`config.mk`:
```
export PLATFORM = sky130hd
export DESIGN_NAME = keyed_mode_stack
export DESIGN_NICKNAME = d
export VERILOG_FILES = /design/src/rtl/kms_pkg.sv /design/src/rtl/keyed_mode_stack.sv /design/src/rtl/kms_cell.sv
export SDC_FILE = /design/constraint.sdc
export NUM_CORES = 1
export LEC_CHECK = 0
export BUFFER_PORTS_ARGS = -buffer_cell sky130_fd_sc_hd__buf_2
export CELL_PAD_IN_SITES_DETAIL_PLACEMENT = 0
export CELL_PAD_IN_SITES_GLOBAL_PLACEMENT = 1
export CORE_MARGIN = 2
export CORE_UTILIZATION = 42
export CTS_CLUSTER_DIAMETER = 100
export DETAILED_ROUTE_END_ITERATION = 8
export GPL_TIMING_DRIVEN = 1
export PLACE_DENSITY_LB_ADDON = 0.1
export SLEW_MARGIN = 20
export SYNTH_ARGS = -nofsm -noshare
export SYNTH_HDL_FRONTEND = slang
export SYNTH_SLANG_ARGS = --single-unit
```
`constraint.sdc`:
```
create_clock -name clk -period 2.2 [get_ports clk]
set_input_delay 0.44 -clock clk [delete_from_list [all_inputs] [get_ports clk]]
set_output_delay 0.44 -clock clk [all_outputs]
set_load 0.01 [all_outputs]
```
`src/rtl/kms_pkg.sv`:
```
// kms_pkg: sizes, operation codes, entry and cell-control types for keyed_mode_stack.
// No dependencies; used by kms_cell and keyed_mode_stack.
package kms_pkg;

  localparam int DEPTH      = 4;
  localparam int APP_COUNT  = 10;
  localparam int MODE_COUNT = 10;

  localparam int KEY_W  = 3;
  localparam int MODE_W = 4;
  localparam int APP_W  = 4;
  localparam int FILL_W = 3;

  localparam int IDX_W      = (DEPTH > 1) ? $clog2(DEPTH) : 1;
  localparam int CNT_W      = $clog2(DEPTH + 1);
  localparam int SLOT_KEY_W = (IDX_W < KEY_W) ? IDX_W : KEY_W;

  typedef enum logic {
    OP_ADD,
    OP_REMOVE
  } op_t;

  typedef enum logic [1:0] {
    CELL_HOLD,
    CELL_LOAD,
    CELL_SHIFT,
    CELL_CLEAR
  } cell_op_t;

  typedef struct packed {
    logic [SLOT_KEY_W-1:0] key;
    logic [MODE_W-1:0]     mode;
    logic [APP_W-1:0]      app;
  } entry_t;

  typedef struct packed {
    cell_op_t op;
    entry_t   data;
  } cell_ctl_t;

endpackage

```
`src/rtl/keyed_mode_stack.sv`:
```
// keyed_mode_stack: keyed (key, mode, app) stack built as a row of kms_cell
// slots with a small sequencer. Depends on kms_pkg and kms_cell.
//
// Usage:
//   Input channel (in_valid/in_ready) carries one word: op, key, mode, app.
//   op 0 adds or updates the entry for key; op 1 removes the entry for key,
//   the slots above it shifting down one place.
//   Output channel (out_valid/out_ready) returns one word per input word:
//   ok, top_mode, top_app and fill (entries stacked afterwards).
//   The sequencer steps are accept, key search across all cells, cell
//   update and result load; a new input word is taken only after the
//   last step, so one word is handled at a time.
//   The output register lets a new input word be taken while a result
//   still waits; if the receiver stalls, the following result is held in
//   the last step until the output register is free, and in_ready stays low.
//   Reset (rst, synchronous) empties the stack, zeroes every slot and
//   drops any pending result.
module keyed_mode_stack (
  input  logic                       clk,
  input  logic                       rst,
  input  logic                       in_valid,
  output logic                       in_ready,
  input  logic                       op,
  input  logic [kms_pkg::KEY_W-1:0]  key,
  input  logic [kms_pkg::MODE_W-1:0] mode,
  input  logic [kms_pkg::APP_W-1:0]  app,
  output logic                       out_valid,
  input  logic                       out_ready,
  output logic                       ok,
  output logic [kms_pkg::MODE_W-1:0] top_mode,
  output logic [kms_pkg::APP_W-1:0]  top_app,
  output logic [kms_pkg::FILL_W-1:0] fill
);

  typedef enum logic [1:0] {
    S_IDLE,
    S_SEARCH,
    S_APPLY,
    S_DONE
  } state_t;

  state_t                     state;
  kms_pkg::op_t               op_q;
  logic [kms_pkg::KEY_W-1:0]  key_q;
  logic [kms_pkg::MODE_W-1:0] mode_q;
  logic [kms_pkg::APP_W-1:0]  app_q;
  logic [kms_pkg::CNT_W-1:0]  fill_q;
  logic [kms_pkg::DEPTH-1:0]  match_q;
  logic [kms_pkg::DEPTH-1:0]  above_q;
  logic                       hit_q;

  kms_pkg::entry_t    cell_cur [kms_pkg::DEPTH];
  kms_pkg::cell_ctl_t cell_ctl [kms_pkg::DEPTH];
  logic [kms_pkg::DEPTH-1:0] match_vec;
  logic [kms_pkg::DEPTH-1:0] above_vec;
  logic                      add_ok;
  logic                      has_room;
  logic [kms_pkg::CNT_W-1:0] top_cnt;
  logic [kms_pkg::IDX_W-1:0] top_idx;
  kms_pkg::entry_t           load_data;

  for (genvar i = 0; i < kms_pkg::DEPTH; i++) begin : g_cell
    kms_pkg::entry_t up_entry;
    if (i == kms_pkg::DEPTH - 1) begin : g_top
      assign up_entry = '0;
    end else begin : g_mid
      assign up_entry = cell_cur[i+1];
    end
    kms_cell u_cell (
      .clk      (clk),
      .rst      (rst),
      .ctl      (cell_ctl[i]),
      .up       (up_entry),
      .occupied (fill_q > kms_pkg::CNT_W'(i)),
      .key      (key_q),
      .cur      (cell_cur[i]),
      .match    (match_vec[i])
    );
  end

  // cells at or above the matching slot
  always_comb begin
    above_vec[0] = match_vec[0];
    for (int i = 1; i < kms_pkg::DEPTH; i++) begin
      above_vec[i] = above_vec[i-1] | match_vec[i];
    end
  end

  assign add_ok = (int'(key_q) < kms_pkg::DEPTH) && (int'(mode_q) < kms_pkg::MODE_COUNT) &&
                  (int'(app_q) < kms_pkg::APP_COUNT);
  assign has_room  = fill_q < kms_pkg::CNT_W'(kms_pkg::DEPTH);
  assign top_cnt   = fill_q - kms_pkg::CNT_W'(1);
  assign top_idx   = top_cnt[kms_pkg::IDX_W-1:0];
  assign load_data = '{key: key_q[kms_pkg::SLOT_KEY_W-1:0], mode: mode_q, app: app_q};

  always_comb begin
    for (int i = 0; i < kms_pkg::DEPTH; i++) begin
      cell_ctl[i].op   = kms_pkg::CELL_HOLD;
      cell_ctl[i].data = load_data;
      if (state == S_APPLY) begin
        if (op_q == kms_pkg::OP_ADD) begin
          if (add_ok && hit_q && match_q[i]) begin
            cell_ctl[i].op = kms_pkg::CELL_LOAD;
          end else if (add_ok && !hit_q && has_room && fill_q == kms_pkg::CNT_W'(i)) begin
            cell_ctl[i].op = kms_pkg::CELL_LOAD;
          end
        end else if (hit_q) begin
          if (top_cnt == kms_pkg::CNT_W'(i)) begin
            cell_ctl[i].op = kms_pkg::CELL_CLEAR;
          end else if (above_q[i] && top_cnt > kms_pkg::CNT_W'(i)) begin
            cell_ctl[i].op = kms_pkg::CELL_SHIFT;
          end
        end
      end
    end
  end

  always_ff @(posedge clk) begin
    if (rst) begin
      state     <= S_IDLE;
      fill_q    <= '0;
      out_valid <= 1'b0;
      op_q      <= kms_pkg::OP_ADD;
      key_q     <= '0;
      mode_q    <= '0;
      app_q     <= '0;
      match_q   <= '0;
      above_q   <= '0;
      hit_q     <= 1'b0;
      ok        <= 1'b0;
      top_mode  <= '0;
      top_app   <= '0;
      fill      <= '0;
    end else begin
      if (out_valid && out_ready && state != S_DONE) begin
        out_valid <= 1'b0;
      end
      unique case (state)
        S_IDLE: begin
          if (in_valid) begin
            op_q   <= kms_pkg::op_t'(op);
            key_q  <= key;
            mode_q <= mode;
            app_q  <= app;
            state  <= S_SEARCH;
          end
        end
        S_SEARCH: begin
          match_q <= match_vec;
          above_q <= above_vec;
          hit_q   <= |match_vec;
          state   <= S_APPLY;
        end
        S_APPLY: begin
          if (op_q == kms_pkg::OP_ADD) begin
            if (add_ok && !hit_q && has_room) begin
              fill_q <= fill_q + kms_pkg::CNT_W'(1);
            end
          end else if (hit_q) begin
            fill_q <= top_cnt;
          end
          state <= S_DONE;
        end
        S_DONE: begin
          if (!out_valid || out_ready) begin
            out_valid <= 1'b1;
            fill      <= kms_pkg::FILL_W'(fill_q);
            if (op_q == kms_pkg::OP_ADD) begin
              ok       <= add_ok;
              top_mode <= '0;
              top_app  <= '0;
            end else if (fill_q != '0) begin
              ok       <= 1'b1;
              top_mode <= cell_cur[top_idx].mode;
              top_app  <= cell_cur[top_idx].app;
            end else begin
              ok       <= 1'b0;
              top_mode <= '0;
              top_app  <= '0;
            end
            state <= S_IDLE;
          end
        end
        default: state <= S_IDLE;
      endcase
    end
  end

  assign in_ready = (state == S_IDLE);

  a_fill_bound: assert property (@(posedge clk) disable iff (rst)
    fill_q <= kms_pkg::CNT_W'(kms_pkg::DEPTH))
    else $error("stack count above depth");

  a_key_unique: assert property (@(posedge clk) disable iff (rst)
    state == S_SEARCH |-> $onehot0(match_vec))
    else $error("key stacked more than once");

  a_remove_count: assert property (@(posedge clk) disable iff (rst)
    (state == S_APPLY && op_q == kms_pkg::OP_REMOVE && hit_q) |=> fill_q == $past(top_cnt))
    else $error("remove did not drop one entry");

  a_add_count: assert property (@(posedge clk) disable iff (rst)
    (state == S_APPLY && op_q == kms_pkg::OP_ADD) |=> fill_q >= $past(fill_q))
    else $error("add reduced the stack");

  a_busy_hold: assert property (@(posedge clk) disable iff (rst)
    (in_valid && in_ready) |=> !in_ready ##1 !in_ready ##1 !in_ready)
    else $error("input taken while an item is in progress");

endmodule

```
`src/rtl/kms_cell.sv`:
```
// kms_cell: one stack slot; holds an entry, loads, shifts down from its upper
// neighbor or clears, and flags a key match. Depends on kms_pkg.
module kms_cell (
  input  logic                   clk,
  input  logic                   rst,
  input  kms_pkg::cell_ctl_t     ctl,
  input  kms_pkg::entry_t        up,
  input  logic                   occupied,
  input  logic [kms_pkg::KEY_W-1:0] key,
  output kms_pkg::entry_t        cur,
  output logic                   match
);

  kms_pkg::entry_t slot;

  always_ff @(posedge clk) begin
    if (rst) begin
      slot <= '0;
    end else begin
      unique case (ctl.op)
        kms_pkg::CELL_HOLD:  slot <= slot;
        kms_pkg::CELL_LOAD:  slot <= ctl.data;
        kms_pkg::CELL_SHIFT: slot <= up;
        kms_pkg::CELL_CLEAR: slot <= '0;
        default:             slot <= slot;
      endcase
    end
  end

  assign cur   = slot;
  assign match = occupied && (key == kms_pkg::KEY_W'(slot.key));

endmodule
```
# After elaboration in Yosys (flattened, before gate mapping)

Index checks and enable logic that the tools add are counted.

Add/sub/neg operators: 2
Multiply operators: 0
Div/mod/pow operators: 0
$lt $le $gt $ge: 13
Eq/ne operators: 29
Shift operators: 0
Multiplexer cells: 50
Bitwise operators: 4
Reductions and logical operators: 41

Operators by type and width:

| operator           | number |
|---|---|
| $pmux 10 s3        | 3 |
| $mux 2             | 22 |
| $logic_and 1x1->1  | 23 |
| $bmux 10 s2        | 1 |
| $eq 2x2->1 const B | 10 |
| $pmux 10 s2        | 1 |
| $mux 4             | 4 |
| $mux 8             | 2 |
| $mux 1             | 13 |
| $eq 3x2->1         | 4 |
| $eq 3x2->1 const B | 4 |
| $gt 3x1->1 const B | 4 |
| $gt 3x2->1 const B | 4 |
| $eq 2x1->1 const B | 5 |
| $logic_not 2->1    | 5 |
| $mux 3             | 3 |
| $lt 4x4->1 const B | 2 |
| $pmux 2 s4         | 1 |
| $eq 3x1->1 const B | 2 |
| $logic_not 3->1    | 2 |
| $lt 3x3->1 const B | 2 |
| $ne 2x2->1 const B | 3 |
| $reduce_and 2->1   | 3 |
| $reduce_or 4->1    | 1 |
| other kinds (12)   | 15 |

Register bits: 79
Latch bits: 0
RAM bits: 0
Bits in read-only memories: 0
Input port bits: 16
Output and inout port bits: 14
Logic and storage cells: 165
Memories: 0

# Depth between registers and ports, before layout

Depth in word-level cells: 13
Mapped depth: 9
Depth with buffers taken out: 6

# Modules after synthesis

A second synthesis with hierarchy kept.

Cell total of the unflattened synthesis: 464
Area, all modules: 4647.0 um2

Modules (own cells, without submodules):

| module           | times used | cells an instance | area an instance (um2) |
|---|---|---|---|
| kms_cell         | 4          | 59                | 658.1 |
| keyed_mode_stack | 1          | 228               | 2014.4 |

# Worst setup path before layout

OpenSTA, ideal clock, no wires.

Path type: register to register
Start point: reg fill_q[0] (netlist name)
End point: reg g_cell[2].u_cell.slot, in the netlist g_cell[2].u_cell.cur[0]
Library setup time: 0.086 ns
Arrival time: 2.164 ns
Slack: -0.050 ns
Cell stages (with the launch flop): 9
Path buffers: 2
Path through: dfxtp_1 -> buf_2 -> inv_1 -> ha_1 -> or2_2 -> a21oi_1 -> clkbuf_1 -> nand2_1 -> a221oi_2

Longest elaborated chain between the ends: 10
Elaborated cells on any way between the ends: 20

Ends and longest elaborated chain:

| element                                         | RTL line                | text |
|---|---|---|
| start, declared                                 | keyed_mode_stack.sv:47  | `logic [kms_pkg::CNT_W-1:0] fill_q;` |
| start signal, assigned                          | keyed_mode_stack.sv:157 | `fill_q <= fill_q + kms_pkg::CNT_W'(1);` |
| start signal, assigned                          | keyed_mode_stack.sv:160 | `fill_q <= top_cnt;` |
| $sub 3x1->3                                     | keyed_mode_stack.sv:92  | `assign top_cnt = fill_q - kms_pkg::CNT_W'(1);` |
| $gt 3x2->1                                      | keyed_mode_stack.sv:110 | `end else if (above_q[i] && top_cnt > kms_pkg::CNT_W'(i)) begin` |
| $logic_and 1x1->1                               | keyed_mode_stack.sv:110 |  |
| $mux 2                                          | keyed_mode_stack.sv:110 |  |
| $mux 2                                          | keyed_mode_stack.sv:108 | `if (top_cnt == kms_pkg::CNT_W'(i)) begin` |
| $mux 2                                          | keyed_mode_stack.sv:107 | `end else if (hit_q) begin` |
| $mux 2 (*)                                      | keyed_mode_stack.sv:101 | `if (op_q == kms_pkg::OP_ADD) begin` |
| $mux 2 (*)                                      | keyed_mode_stack.sv:100 | `if (state == S_APPLY) begin` |
| $eq 2x2->1 / $eq 2x1->1 (equally long branches) | kms_cell.sv:20          | `unique case (ctl.op)` |
| $pmux 10 s3                                     | kms_cell.sv:20          |  |
| end signal, assigned                            | kms_cell.sv:21          | `kms_pkg::CELL_HOLD: slot <= slot;` |
| end signal, assigned                            | kms_cell.sv:22          | `kms_pkg::CELL_LOAD: slot <= ctl.data;` |
| end signal, assigned                            | kms_cell.sv:23          | `kms_pkg::CELL_SHIFT: slot <= up;` |
| end, declared                                   | kms_cell.sv:14          | `kms_pkg::entry_t slot;` |

Mark *: on every way between the ends. The rest lies on a longest branch, timed or not.
A chain may end at the register's enable or synchronous reset.

# Final worst setup path

Start point: reg fill_q[0] (netlist name)
End point: reg g_cell[2].u_cell.slot, in the netlist g_cell[2].u_cell.cur[9]

Same word-level chain as after synthesis.

==> impl_metrics.tcl <==
set metrics [dict create \
    status "finished, final reports clean" \
    dp_hpwl_mm 8.34 \
    htree_num_levels 3 \
    area.growth.synth_to_final_pct 14.8 \
    postRouteWirelength_mm 11.6 \
    grt_start_max_net_pins 30 \
    rows 36 \
    crit_required_ns 2.42 \
    overflow 0 \
    grt_setup_unrepaired "no" \
    path_class "flip-flop to flip-flop" \
    grt_usage 0.224 \
    syn_area_um2 4150 \
    nets 521 \
    post-route-period-util 0.941 \
    tightest_slew_ns 0.656 \
    crit_family "simple AND/OR/NAND/NOR gates" \
    ios 30 \
    layout-drive-gt1-share 0.209 \
    first_iter_violations 172 \
    synth_edf_count 0 \
    hp-class "input pin to flip-flop" \
    place.gp.congestion 0.846 \
    yosysSeqAreaShare 0.376 \
    crit_fanout 6 \
    yosys_warnings 0 \
    avgRoutedWirePerCell_um 18.5 \
    drv_cap 0 \
    finalCriticalPeriod_ns 2.07 \
    fin_total_pwr_uw 4760 \
    worst-path-buf-inv 1 \
    synth_top_flop_cell "dfxtp_1" \
    cts_tree "done" \
    mostFrequentLayoutCells "77 x dfxtp_1, 54 x nand2_1, 41 x a21oi_1" \
    start_kind "flip-flop" \
    cts.sinks 78 \
    antenna_found_initial 0 \
    skew_ns 0.00899 \
    p_leak_uw 0.00172 \
    clk_pin_slew_ns 0.08 \
    firstDrtPassIters 4 \
    crit_path_max_incr_delay_ns 0.50 \
    fp.dieW_um 103 \
    synth_fp_nets 488 \
    core_um2 9680 \
    timing.fmax_ghz 0.483 \
    ant_nets 0 \
    portBuffers 29 \
    syn-mean-instance-area_um2 9.02 \
    vias_per_cell 5.83 \
    dieArea_um2 10700 \
    relSlewSlack 0.558 \
    num_antenna_cells 0 \
    grt_pass1_wl_mm 18.5 \
    fill_cells 949 \
    synth-seq-cells 78 \
    vias 3671 \
    start_util 0.428 \
    cp_cell_sequence "inv_1, ha_1, or3b_1, a2111o_1, nand2_1, a221oi_1" \
    power_density_nw_per_um2 999 \
    syn_inst 460 \
    tns_ns 0 \
    hold_viol 0 \
    report.final.setup_viol 0 \
    dieHeight_um 103 \
    cts.path.max_buffers 2 \
    worstPathArrival_ns 2.29 \
    ys_types 57 \
    cp-end-kind "flip-flop" \
    slew_violations 0 \
    cp_slowest_cell "a2111o_1" \
    async_flop_share 0 \
    root_buffer "clkbuf_8" \
    vdd_drop_max_mv 0.439 \
    final_common_cell "dfxtp_1" \
    grt_pass1_vias 3343 \
    insertion_delay_ns 0.36 \
    numCtsBuffers 9 \
    drc 0 \
]
synth_stat cells (3+ instances only):
library cell | instances | area (um^2)
buf_2 | 6 | 30.0
a221oi_1 | 8 | 70.1
a32oi_1 | 20 | 175
a31oi_1 | 3 | 18.8
and2_1 | 4 | 25.0
ha_1 | 12 | 150
nor3b_1 | 3 | 22.5
o21ai_1 | 12 | 60.1
nand3_1 | 24 | 120
buf_1 | 3 | 11.3
nor2_1 | 25 | 93.8
inv_1 | 11 | 41.3
o21ai_0 | 14 | 70.1
a21boi_0 | 7 | 52.6
o21a_1 | 3 | 22.5
a211oi_1 | 12 | 90.1
nand2_1 | 55 | 206
a21oi_1 | 41 | 205
clkbuf_1 | 21 | 78.8
buf_6 | 3 | 33.8
a221oi_2 | 13 | 195
mux4_2 | 8 | 180
mux2i_1 | 13 | 130
xor2_1 | 9 | 78.8
a22oi_1 | 9 | 67.6
nor3_1 | 5 | 25.0
dfxtp_1 | 78 | 1560
layer usage:
layer  GRT usage  vias up  share of wire
li1            -     1798              -
met1       0.340     1773           0.52
met2       0.330       91           0.44
met3      0.0329        9          0.036
met4      0.0628        0          0.010
met5           0        -              0
power breakdown:
part / switching, uW / internal (uW) / leakage, uW / total [uW]
combinational: 1010 / 654 / 0.000969 / 1660
sequential: 196 / 1600 / 0.000632 / 1800
clock: 551 / 747 / 0.000115 / 1300
total: 1760 / 3000 / 0.00172 / 4760
what timing repair did:
action,4_1_cts,5_1_grt
hold buffers,0,0
gates resized for setup,0,6
buffers inserted,0,0
endpoints found under the setup margin,0,39
area by class of cell:
| class | instances | area (um^2) | share of cell area |
|---|---|---|---|
| Multi-Input combinational cell | 336 | 2400 | 0.504 |
| Sequential cell | 78 | 1560 | 0.328 |
| Timing Repair Buffer | 57 | 359 | 0.0754 |
| Tap cell | 133 | 166 | 0.0349 |
| Clock buffer | 9 | 124 | 0.0260 |
| Clock inverter | 6 | 111 | 0.0234 |
| Inverter | 11 | 41.3 | 0.00867 |
stage by stage:
step / utilization / instances / hold WS [ns] / instance area, um^2 / worst slack [ns]
6_report: 0.492 / 630 / 0.313 / 4760 / 0.130
5_1_grt: 0.492 / 630 / 0.305 / 4760 / 0.0103
4_1_cts: 0.489 / 629 / 0.311 / 4730 / 0.0600
3_5_place_dp: 0.464 / 614 / 0.450 / 4500 / 0.0735
3_3_place_gp: 0.464 / 614 / 0.440 / 4500 / 0.0638
2_1_floorplan: - / 460 / 0.432 / 4150 / 0.0480
cell families after synthesis:
kind of cell | Yosys count | synth area share
XOR/XNOR | 11 | 0.0232
buffers and inverters | 47 | 0.0519
AND/OR/NAND/NOR | 134 | 0.153
AO/OA/AOI/OAI | 157 | 0.284
multiplexers | 21 | 0.0748
flip-flops | 78 | 0.376
adder cells (fa/ha/maj) | 12 | 0.0362
tightest hold or removal path: stages:
cell and delay, ns:
buf_2 0.09, nand2_1 0.04, a21oi_1 0.05
path summary, 6_finish.rpt:
path | slack, ns | end | cells past startpoint | from
worst max-delay path | 0.13 | g_cell[2].u_cell.cur[9] | 6 | fill_q[0]
worst min register to register | 0.46 | ok | 2 | ok
worst min-delay path | 0.31 | mode_q[2] | 3 | mode[2]
worst max register to register | 0.13 | g_cell[2].u_cell.cur[9] | 6 | fill_q[0]
sequential cells by signal (all words and copies together) (netlist names):
| signal | count |
|---|---|
| above_q | 3 |
| app_q | 4 |
| fill | 3 |
| fill_q | 3 |
| g_cell.u_cell.cur | 40 |
| hit_q | 1 |
| key_q | 3 |
| match_q | 4 |
| mode_q | 4 |
| ok | 1 |
| op_q | 1 |
| out_valid | 1 |
| state | 2 |
| top_app | 4 |
| top_mode | 4 |
No activity file was read; power rests on OpenSTA's default activity.
